--- src/dtpc_pkg.sv ---
`default_nettype none
// ----------------------------------------------------------------------------
// dtpc_pkg
// Shared widths, beat types and helpers for the directed two-path counter.
// ----------------------------------------------------------------------------
package dtpc_pkg;

  localparam int unsigned VERTEX_W         = 10;
  localparam int unsigned BATCH_W          = 24;
  localparam int unsigned COUNT_W          = 64;
  localparam int unsigned EDGE_CNT_W       = 32;
  localparam int unsigned DEG_W            = 32;
  localparam int unsigned DELTA_W          = DEG_W + 1;
  localparam int unsigned DEF_NUM_VERTICES = 1024;

  localparam logic [BATCH_W-1:0] BATCH_SIZE_RESET = BATCH_W'(10000);

  localparam int unsigned FIFO_DEPTH = 8;
  localparam int unsigned FIFO_AW    = $clog2(FIFO_DEPTH);
  localparam int unsigned FIFO_CNT_W = $clog2(FIFO_DEPTH + 1);
  localparam int unsigned PIPE_DEPTH = 4;
  localparam int unsigned INFLIGHT_W = $clog2(PIPE_DEPTH + 1);
  localparam int unsigned OCC_W      = $clog2(FIFO_DEPTH + PIPE_DEPTH + 1);

  typedef struct packed {
    logic [VERTEX_W-1:0] src_vertex;
    logic [VERTEX_W-1:0] dst_vertex;
    logic                last_edge;
  } dtpc_edge_t;

  typedef struct packed {
    logic [COUNT_W-1:0]    path_count;
    logic [EDGE_CNT_W-1:0] edges_seen;
    logic                  is_final;
  } dtpc_report_t;

  typedef struct packed {
    logic               valid;
    logic [DELTA_W-1:0] delta;
    logic               last;
  } dtpc_delta_t;

  function automatic logic [DEG_W-1:0] deg_sat_inc(input logic [DEG_W-1:0] a);
    deg_sat_inc = (a == '1) ? a : a + DEG_W'(1);
  endfunction

endpackage
`default_nettype wire

--- src/dtpc_vertex_mod.sv ---
`default_nettype none
// ----------------------------------------------------------------------------
// dtpc_vertex_mod
// Two-stage reduction of source and destination vertex numbers modulo the
// vertex count, by reciprocal multiply and back-multiply.
// ----------------------------------------------------------------------------
module dtpc_vertex_mod import dtpc_pkg::*; #(
  parameter int unsigned NUM_VERTICES = DEF_NUM_VERTICES,
  localparam int unsigned AW = $clog2(NUM_VERTICES)
) (
  input  wire logic          clk,
  input  wire logic          rst,
  input  wire logic          edge_valid,
  input  wire dtpc_edge_t    edge_in,
  output logic               addr_valid,
  output logic [AW-1:0]      src_addr,
  output logic [AW-1:0]      dst_addr,
  output logic               addr_last
);

  localparam int unsigned VW     = VERTEX_W;
  localparam bit          REDUCE = (NUM_VERTICES < (1 << VW));
  localparam int unsigned KS     = 2 * VW;
  localparam logic [KS-1:0] RECIP = KS'(((1 << KS) + NUM_VERTICES - 1) / NUM_VERTICES);
  localparam logic [VW-1:0] NV    = VW'(NUM_VERTICES);

  logic               valid1;
  logic               last1;
  logic [1:0][VW-1:0] vin;
  logic [1:0][AW-1:0] addr_w;

  assign vin[0]   = edge_in.src_vertex;
  assign vin[1]   = edge_in.dst_vertex;
  assign src_addr = addr_w[0];
  assign dst_addr = addr_w[1];

  always_ff @(posedge clk) begin
    if (rst) begin
      valid1     <= 1'b0;
      addr_valid <= 1'b0;
    end else begin
      valid1     <= edge_valid;
      addr_valid <= valid1;
    end
    last1     <= edge_in.last_edge;
    addr_last <= last1;
  end

  for (genvar lane = 0; lane < 2; lane++) begin : g_lane
    logic [VW-1:0] v1;
    logic [AW-1:0] addr_q;

    assign addr_w[lane] = addr_q;

    always_ff @(posedge clk) begin
      v1 <= vin[lane];
    end

    if (REDUCE) begin : g_reduce
      logic [VW+KS-1:0] prod;
      logic [VW-1:0]    q1;
      logic [VW-1:0]    qn;
      logic [VW-1:0]    rem;

      assign prod = {{KS{1'b0}}, vin[lane]} * {{VW{1'b0}}, RECIP};
      assign qn   = q1 * NV;
      assign rem  = v1 - qn;

      always_ff @(posedge clk) begin
        q1     <= prod[VW+KS-1:KS];
        addr_q <= rem[AW-1:0];
      end
    end else begin : g_pass
      always_ff @(posedge clk) begin
        addr_q <= AW'(v1);
      end
    end
  end

endmodule
`default_nettype wire

--- config.mk ---
export PLATFORM = sky130hd
export DESIGN_NAME = dtpc_vertex_mod
export DESIGN_NICKNAME = d
export VERILOG_FILES = /design/src/dtpc_pkg.sv /design/src/dtpc_vertex_mod.sv
export SDC_FILE = /design/constraint.sdc
export NUM_CORES = 1
export LEC_CHECK = 0
export ABC_CLOCK_PERIOD_IN_PS = 1600
export BUFFER_PORTS_ARGS = -buffer_cell sky130_fd_sc_hd__buf_2
export CAP_MARGIN = 15
export CORE_UTILIZATION = 31
export DETAILED_ROUTE_END_ITERATION = 16
export PLACE_DENSITY_LB_ADDON = 0.25
export SYNTH_ARGS = -nofsm -noshare
export SYNTH_HDL_FRONTEND = slang
export SYNTH_SLANG_ARGS = --single-unit
--- constraint.sdc ---
create_clock -name clk -period 1.6 [get_ports clk]
set_clock_uncertainty 0.15 [all_clocks]
set_input_delay 0.16 -clock clk [delete_from_list [all_inputs] [get_ports clk]]
set_output_delay 0.16 -clock clk [all_outputs]
set_load 0.1 [all_outputs]
==> summary.txt <==
Die
  • Site Rows: 19
  • # IOs: 46
  • Core Area: 2734 µm²
  • Die area: 3100 µm²
  • Die height: 55.68 µm
  • Die W: 55.68 µm
  • Initial Utilization: approximately 33%

STA
  • RSZ-0062 raised after global routing: false
  • Hold_ws: 0.1870 ns
  • Slew at the pin closest to its max-slew limit: around 0.49 ns
  • Final slew viol count: 0
  • Final Setup Violations: 0
  • Sum Neg Setup Slack: 0 ns
  • Crit share post-route: 87.25%
  • Fin. Hold Viols: 0
  • PnR worst setup slack: 0.2041 ns
  • Max Freq: 0.7164 GHz
  • Final worst path period need: 1.396 ns
  • Slew margin rel.: between 60 and 70%

Finish
  • Area grow syn2layout: 63.87%
  • Final std cells w/o fill: 153
  • Share of post-route cells with drive strength above 1: 42.62%
  • Area occupied by multi-input gates: between 10 and 15 µm²
  • Highest-count cells in the layout ignoring fill and taps: buf_2, dfxtp_1, dlygate4sd3_1
  • Sequential cell area: 880.8 µm²
  • Nets: 145
  • N_diodes: 0
  • Most common cell after layout, fill and taps aside: buf_2
  • Util after Layout: a little over half
  • Finished Cell Area: 1464 µm²
  • Layout fillers: 246

Global route
  • Initial antenna violation count: 0
  • First-pass GRT wire length: 2249 µm
  • Largest net degree at the start of global routing: 14
  • Congestion Overflow GR: 0
  • Gr usage total: 10.43%
  • Vias in the first global route: 563

Detailed routing
  • 1st-pass router iterations: 2
  • Wire per inst: 9.418 µm
  • Via count: 579
  • DRT iter0 DRCs: 2
  • Post-route ant nets: 0
  • Vias per cell: 3.784
  • Routed WL: about 1400 µm
  • Residual DRC: 0

Clock network
  • Clk sinks: 44
  • Htree depth: 2
  • CTS tree: done
  • CTS Buf Count: 5
  • Setup repair bufs after CTS: 0
  • CTS clk-pin slew, worst paths: 0.11 ns
  • CTS resizes: 0
  • Clock buffer depth: 2
  • Worst skew pair latency: 0.33 ns
  • CTS root buffer: clkbuf_4
  • Hold Buf Count CTS: 23

Placed design
  • Pre-CTS setup slack: 0.5813 ns
  • Port Buffer Count: 45
  • Final Wtd Congestion: around 0.57
  • Hpwl dp: between 800 and 900 µm
  • Placement Cell Area: 1157 µm²
  • Dpl cells: 122

Setup path
  • FF-to-FF Start: valid1$_SDFF_PP0_
  • R2R cell count: 1
  • Setup crit start: dst_addr[3]$_DFF_P_
  • CP delay by family, top: buffers and inverters
  • Critical Path Fanout Max: 1
  • Crit. path cell count: 1
  • Critical Path Max Stage Delay: 0.42 ns
  • Buf+Inv Stages, Crit Path: 1
  • Critical path's slowest cell: buf_2
  • Setup crit end: dst_addr[3]
  • CP Launch Type: flip-flop
  • CP required: 1.29 ns
  • CP Class: flip-flop to output pin
  • Nature of the critical path endpoint: output pin
  • Arr. time, crit path: 1.09 ns
  • Worst r2r dst: addr_valid$_SDFF_PP0_
  • Reg-to-reg setup timing slack: ~0.93 ns
  • Critical Path, Cell by Cell: buf_2

Power
  • Leakage: slightly below 0.7 nW
  • Power Dens Cells: between 1000 and 1500 nW/µm²
  • Peak VDD IR: about 0.0011 V
  • Power, Total: 2.115 mW

Synthesis
  • Mux cell area share after synthesis: 0%
  • Yosys Warn Count: 0
  • Post-synthesis adder-cell area fraction: 0%
  • Post-synthesis sequential area ratio: 98.60%
  • Simple-gate share of the synthesized area: 1.401%
  • Synth Register Bits: 44
  • Synth Cell Area: 893.4 µm²
  • Synth Area in Compound Gates: 0%
  • Post-Syn Area per Cell: 19.42 µm²
  • Syn_nets: 70
  • Cell count after synthesis: between 40 and 50
  • XOR/XNOR Fraction of Synth Area: 0%
  • Netlist cell types: 2
  • Largest family of logic cells by synthesized area: simple AND/OR/NAND/NOR gates

Job
  • Max_cap viols: 0

Worst hold path
  • Hold WC Path Type: flip-flop to flip-flop

Outcome
  • Status: completed
[metal layers]
metal / track usage (%) / part of all wire [%] / vias up
met4: 8.571 / 1.9 / 0
met5: 0 / 0 / -
met2: 17.21 / 50 / 32
li1: - / - / 291
met1: 8.996 / 38 / 252
met3: 6.047 / 10 / 4
[report_power, final]
group          total, mW  internal (mW)  switching, mW  leakage, nW
sequential          1.17           1.15         0.0120        0.371
clock              0.637          0.328          0.309       0.0422
combinational      0.312         0.0756          0.237        0.279
total               2.11           1.56          0.558        0.692
[worst min path at each step]
stage,endpoint,cells past startpoint,from,slack (ns)
after floorplan,g_lane[0].v1[0]$_DFF_P_,0,edge_in[11],0.04
after global placement,g_lane[0].v1[3]$_DFF_P_,1,edge_in[14],0.11
after detailed placement,g_lane[0].v1[5]$_DFF_P_,1,edge_in[16],0.11
after CTS,dst_addr[0]$_DFF_P_,0,g_lane[1].v1[0]$_DFF_P_,0.19
after global routing,addr_last$_DFF_P_,0,last1$_DFF_P_,0.19
final,src_addr[7]$_DFF_P_,0,g_lane[0].v1[7]$_DFF_P_,0.19
[synth_stat cells (all sizes together)]
cell   instances  area (µm²)
dfxtp         44       880.8
nor2b          2       12.51
[area by class of cell]
| class | instances | area share [%] |
|---|---|---|
| flip-flops and latches | 44 | 60.17 |
| repair buffers | 68 | 31.11 |
| clock buffers | 6 | 2.821 |
| well taps | 31 | 2.650 |
| clock inverters | 2 | 2.393 |
| multi-input cells | 2 | 0.8547 |
[sequential cells by signal (all words and copies together) (netlist names)]
| name | cells |
|---|---|
| valid1 | 1 |
| src_addr | 10 |
| dst_addr | 10 |
| addr_valid | 1 |
| addr_last | 1 |
| g_lane.v1 | 20 |
| last1 | 1 |
[cells by family (layout without fill, tap and decap cells)]
logic type,Yosys count,in the layout
flip-flops,44,44
AND/OR/NAND/NOR,2,2
buffers and inverters,0,76
Power figures use the tool's default switching activity.
