$ cat src/dtpc_pkg.sv
`default_nettype none
// ----------------------------------------------------------------------------
// dtpc_pkg
// Shared widths, beat types and helpers for the directed two-path counter.
// ----------------------------------------------------------------------------
package dtpc_pkg;

  localparam int unsigned VERTEX_W         = 10;
  localparam int unsigned BATCH_W          = 24;
  localparam int unsigned COUNT_W          = 64;
  localparam int unsigned EDGE_CNT_W       = 32;
  localparam int unsigned DEG_W            = 32;
  localparam int unsigned DELTA_W          = DEG_W + 1;
  localparam int unsigned DEF_NUM_VERTICES = 1024;

  localparam logic [BATCH_W-1:0] BATCH_SIZE_RESET = BATCH_W'(10000);

  localparam int unsigned FIFO_DEPTH = 8;
  localparam int unsigned FIFO_AW    = $clog2(FIFO_DEPTH);
  localparam int unsigned FIFO_CNT_W = $clog2(FIFO_DEPTH + 1);
  localparam int unsigned PIPE_DEPTH = 4;
  localparam int unsigned INFLIGHT_W = $clog2(PIPE_DEPTH + 1);
  localparam int unsigned OCC_W      = $clog2(FIFO_DEPTH + PIPE_DEPTH + 1);

  typedef struct packed {
    logic [VERTEX_W-1:0] src_vertex;
    logic [VERTEX_W-1:0] dst_vertex;
    logic                last_edge;
  } dtpc_edge_t;

  typedef struct packed {
    logic [COUNT_W-1:0]    path_count;
    logic [EDGE_CNT_W-1:0] edges_seen;
    logic                  is_final;
  } dtpc_report_t;

  typedef struct packed {
    logic               valid;
    logic [DELTA_W-1:0] delta;
    logic               last;
  } dtpc_delta_t;

  function automatic logic [DEG_W-1:0] deg_sat_inc(input logic [DEG_W-1:0] a);
    deg_sat_inc = (a == '1) ? a : a + DEG_W'(1);
  endfunction

endpackage
`default_nettype wire

$ cat src/dtpc_report.sv
`default_nettype none
// ----------------------------------------------------------------------------
// dtpc_report
// Saturating path total, edge and batch counters, batch size register and
// the report queue.
// ----------------------------------------------------------------------------
module dtpc_report import dtpc_pkg::*; (
  input  wire logic                  clk,
  input  wire logic                  rst,
  input  wire dtpc_delta_t           beat,
  input  wire logic                  cfg_we,
  input  wire logic [BATCH_W-1:0]    cfg_data,
  output logic                       report_valid,
  input  wire logic                  report_ready,
  output dtpc_report_t               report_data,
  output logic [FIFO_CNT_W-1:0]      fifo_count
);

  logic [BATCH_W-1:0]    batch_size;
  logic [COUNT_W-1:0]    total;
  logic [BATCH_W-1:0]    fill;
  logic [EDGE_CNT_W-1:0] edges;

  logic [BATCH_W-1:0]    limit;
  logic [BATCH_W-1:0]    fill_inc;
  logic [COUNT_W:0]      sum;
  logic [COUNT_W-1:0]    total_next;
  logic [EDGE_CNT_W-1:0] edges_next;
  logic                  hit;

  dtpc_report_t          fifo [FIFO_DEPTH];
  logic [FIFO_AW-1:0]    wr_ptr;
  logic [FIFO_AW-1:0]    rd_ptr;
  logic                  pop;

  always_comb begin
    limit      = (batch_size == '0) ? BATCH_W'(1) : batch_size;
    fill_inc   = fill + BATCH_W'(1);
    sum        = {1'b0, total} + {{(COUNT_W + 1 - DELTA_W){1'b0}}, beat.delta};
    total_next = sum[COUNT_W] ? '1 : sum[COUNT_W-1:0];
    edges_next = (edges == '1) ? edges : edges + EDGE_CNT_W'(1);
    hit        = beat.valid && (fill_inc >= limit || beat.last);
  end

  assign report_valid = (fifo_count != '0);
  assign report_data  = fifo[rd_ptr];
  assign pop          = report_valid && report_ready;

  always_ff @(posedge clk) begin
    if (rst) begin
      batch_size <= BATCH_SIZE_RESET;
      total      <= '0;
      fill       <= '0;
      edges      <= '0;
      wr_ptr     <= '0;
      rd_ptr     <= '0;
      fifo_count <= '0;
    end else begin
      if (cfg_we) begin
        batch_size <= cfg_data;
      end
      if (beat.valid) begin
        total <= total_next;
        edges <= edges_next;
        fill  <= hit ? '0 : fill_inc;
      end
      if (hit) begin
        wr_ptr <= wr_ptr + FIFO_AW'(1);
      end
      if (pop) begin
        rd_ptr <= rd_ptr + FIFO_AW'(1);
      end
      if (hit && !pop) begin
        fifo_count <= fifo_count + FIFO_CNT_W'(1);
      end else if (pop && !hit) begin
        fifo_count <= fifo_count - FIFO_CNT_W'(1);
      end
    end
    if (hit) begin
      fifo[wr_ptr] <= '{path_count: total_next, edges_seen: edges_next,
                        is_final: beat.last};
    end
  end

endmodule
`default_nettype wire

$ cat config.mk
export PLATFORM = sky130hd
export DESIGN_NAME = dtpc_report
export DESIGN_NICKNAME = d
export VERILOG_FILES = /design/src/dtpc_pkg.sv /design/src/dtpc_report.sv
export SDC_FILE = /design/constraint.sdc
export NUM_CORES = 1
export LEC_CHECK = 0
export BUFFER_PORTS_ARGS = -buffer_cell sky130_fd_sc_hd__buf_2
export CAP_MARGIN = 40
export CORE_MARGIN = 1
export CORE_UTILIZATION = 62
export CTS_CLUSTER_SIZE = 12
export DETAILED_ROUTE_END_ITERATION = 8
export GPL_TIMING_DRIVEN = 0
export PLACE_DENSITY_LB_ADDON = 0.3
export SLEW_MARGIN = 20
export SYNTH_ARGS = -nofsm -noshare
export SYNTH_HDL_FRONTEND = slang
export SYNTH_SLANG_ARGS = --single-unit
$ cat constraint.sdc
create_clock -name clk -period 17.1 [get_ports clk]
set_input_delay 2.565 -clock clk [delete_from_list [all_inputs] [get_ports clk]]
set_output_delay 2.565 -clock clk [all_outputs]
set_load 0.05 [all_outputs]
==> impl_metrics.py <==
metrics = {
    "routing": {
        "drt-total-wl_mm": 99.8,
        "drt-pass1-iter-count": 6,
        "drc": 0,
        "post_drt_wl_per_cell_um": 25.8,
        "detail-route-antenna-nets": 0,
        "drt-initial-drc-count": 2516,
        "vias": 24700,
        "vias_per_cell": 6.39,
    },
    "layout": {
        "n_fill_cell": 3759,
        "syn2layout_area_growth_pct": 15.3,
        "regArea_um2": 26400,
        "finalNonFillerCells": 3871,
        "nNetsFinal": 3074,
        "multiInputGateArea_um2": 12900,
        "diodes": 0,
        "drive_gt1_frac": 0.259,
    },
    "floorplan": {
        "row_count": 92,
        "initial_core_util": 0.632,
        "core_area_um2": 63400,
        "dieArea_um2": 65700,
        "dieHeight_um": 256,
        "io_pins": 165,
        "die_x_um": 256,
    },
    "critical_path": {
        "slowest_stage": "nor4_2",
        "crit_path_start": "fill[0]$_SDFFE_PP0P_",
        "cp-start-kind": "flip-flop",
        "critPathArrivalTime_ps": 6640,
        "reg2reg_slack_ps": 10800,
        "path_class": "reg -> reg",
        "worstSetupPathDepth": 22,
        "r2r_start": "fill[0]$_SDFFE_PP0P_",
        "path_common_cell": "buf_4",
        "crit_required_ps": 17440,
        "slowest_delay_ps": 700,
        "r2r_cells": 22,
        "crit_fanout": 10,
        "path_buf_inv": 7,
        "crit_path_cell_trace": "ha_1, nand3_1, nor3_1, nand3_1, nor2_1, clkbuf_1, nand2_1, xnor2_1, ha_1, a21o_1, a21o_1, a21oi_1, a2111oi_0, o21ai_0, o21a_1, nor4_2, buf_4, buf_2, buf_4, buf_4, buf_2, buf_4",
        "worstSetupEndpointType": "flip-flop",
        "critical-path-top-delay-family": "simple AND/OR/NAND/NOR gates",
    },
    "timing": {
        "setup_viol_count_final": 0,
        "holdWs_ps": 487,
        "setup_tns_ps": 0,
        "final-max-slew-violation-count": 0,
        "skew_ps": 19.4,
        "hold_viol_final": 0,
        "min_period_ps": 6300,
        "tightestPinTransition_ps": 888,
        "max_clock_freq_mhz": 159,
        "finalCritPeriodShare": 0.368,
        "relSlewSlack": 0.408,
        "setup_ws_ps": 10800,
        "rsz0062_at_grt": "no",
    },
    "power_and_ir_drop": {
        "p_seq_frac": 0.427,
        "power.density_nw_per_um2": 130,
        "swShare": 0.301,
        "ir_drop_mv": 0.116,
        "pwr-share-clk": 0.319,
        "switchingPower_mw": 1.81,
        "p_leak_nw": 15.9,
        "comb_power_share": 0.254,
        "p_int_mw": 4.20,
    },
    "global_routing": {
        "grt_pass1_wl_mm": 150,
        "grt_max_degree": 36,
        "grt_pass1_vias": 24700,
        "antenna_found_initial": 0,
        "grt_use_total": 0.305,
        "grt-ovfl-total": 0,
    },
    "synthesis": {
        "syn-cell-area_um2": 40100,
        "synth_enable_flop_cells": 776,
        "synth-main-ff-cell": "edfxtp_1",
        "synth_cell_type_count": 85,
        "netlist_instances": 2545,
        "synth-seq-area-share": 0.660,
        "ys_ff_latch": 933,
        "synth_fp_nets": 2674,
        "ys_async_sr_fraction": 0,
        "yosysWarnings": 0,
        "synth_area_per_cell_um2": 15.8,
    },
    "clocking": {
        "post_cts_resized": 0,
        "cts_hold_buf": 0,
        "cts_setup_buffers": 0,
        "h-tree-depth": 3,
        "cts_root_buf": "clkbuf_16",
        "cts_sinks": 933,
        "clockBufferDepth": 3,
        "clk_pin_slew_worst_paths_ps": 60,
        "cts_buffers": 93,
        "clkLatencyLatePin_ps": 640,
        "tritoncts": "yes",
    },
    "job": {
        "max_cap_viol_count": 0,
    },
    "hold_path": {
        "min_path_cells": 2,
        "min_path_type": "reg -> reg",
        "min_from": "fill[23]$_SDFFE_PP0P_",
    },
    "place": {
        "dp.cells": 3684,
        "hpwlAfterDp_mm": 68.2,
        "dp_slack_ps": 10260,
        "gp_congestion": 0.940,
        "portBuffers": 161,
    },
    "status": {
        "status": "finished clean",
    },
}
cells in the mapped netlist (5+ instances only):
library cell / number / area, um2
nand3_1: 76 / 380
nand2b_1: 6 / 37.5
mux2i_1: 24 / 240
mux2_2: 102 / 1150
nand4_1: 39 / 244
mux4_2: 194 / 4370
a31oi_1: 11 / 68.8
nor2_1: 173 / 649
and3_1: 33 / 206
nand2_1: 139 / 522
buf_1: 21 / 78.8
and4_1: 22 / 193
nor2b_1: 9 / 56.3
and2_1: 17 / 106
o21bai_1: 6 / 45.0
or3_1: 14 / 87.6
a21o_1: 20 / 150
xnor2_1: 71 / 622
o21a_1: 6 / 45.0
ha_1: 64 / 801
inv_1: 54 / 203
a211oi_1: 20 / 150
nor3_1: 25 / 125
a311oi_1: 29 / 254
nor4_1: 14 / 87.6
clkbuf_1: 96 / 360
buf_2: 20 / 100
a21oi_1: 74 / 370
dfxtp_1: 157 / 3140
o211a_1: 5 / 50.1
xor2_1: 74 / 648
o211ai_1: 12 / 90.1
nor4_2: 5 / 62.6
edfxtp_1: 776 / 23300
o21ai_0: 56 / 280
per-layer routing:
layer,up-vias,share of wire,GRT usage
met5,-,0,0
met4,0,0.031,0.108
met3,204,0.083,0.0424
met2,1231,0.48,0.492
met1,12500,0.41,0.432
li1,10800,-,-
area by class of cell:
cell class / instances / share of cell area
Sequential cell: 933 / 0.572
Multi-Input combinational cell: 1414 / 0.279
Clock buffer: 159 / 0.0593
Timing Repair Buffer: 305 / 0.0472
Tap cell: 846 / 0.0229
Buffer: 143 / 0.0129
Inverter: 55 / 0.00447
Clock inverter: 16 / 0.00244
layout by cell type, fill, tap and decap left out, types with 76 or more instances in the layout:
master / instances
nand2_1: 139
edfxtp_1: 776
buf_2: 221
clkbuf_1: 149
nand3_1: 76
clkbuf_16: 97
mux2_2: 102
nor2_1: 172
mux4_2: 194
dfxtp_1: 157
per-stage QoR:
step / utilization / cell area (um2) / total power, mW
after floorplan: - / 40100 / 3.72
after global placement: 0.661 / 42000 / 4.05
after detailed placement: 0.683 / 43300 / 4.14
after CTS: 0.728 / 46100 / 6.04
after global routing: 0.729 / 46200 / 6.20
final: 0.729 / 46200 / 6.01
tightest hold or removal path: cells and delay by family, from the launching register on:
family	cells	cell delay [ps]
flops	1	320
simple gates	1	70
compound gates	1	50
sequential cells by signal (all words and copies together) (netlist names), named ones only:
register    flops
fifo          776
total          64
edges          32
batch_size     24
fill           24
fifo_count      4
rd_ptr          3
wr_ptr          3
kinds of logic after synthesis:
kind of cell	after synthesis	synth area share
XOR/XNOR	145	0.0317
adder cells (fa/ha/maj)	66	0.0210
multiplexers	320	0.144
AO/OA/AOI/OAI	286	0.0502
buffers and inverters	198	0.0199
AND/OR/NAND/NOR	597	0.0739
flip-flops	933	0.660
power by group through the flow:
stage / clock network, mW / logic [mW] / registers (mW)
2_1_floorplan: 0 / 1.10 / 2.62
3_3_place_gp: 0 / 1.43 / 2.62
3_5_place_dp: 0 / 1.53 / 2.61
4_1_cts: 1.93 / 1.54 / 2.56
5_1_grt: 2.02 / 1.61 / 2.57
6_report: 1.92 / 1.53 / 2.56
path summary, 6_finish.rpt:
kind / end
setup / recovery: fifo[7][71]$_DFFE_PP_
hold / removal: fill[23]$_SDFFE_PP0P_
setup reg to reg: fifo[7][71]$_DFFE_PP_
hold reg to reg: fill[23]$_SDFFE_PP0P_
Note: power is estimated with default switching activity, not from simulation.
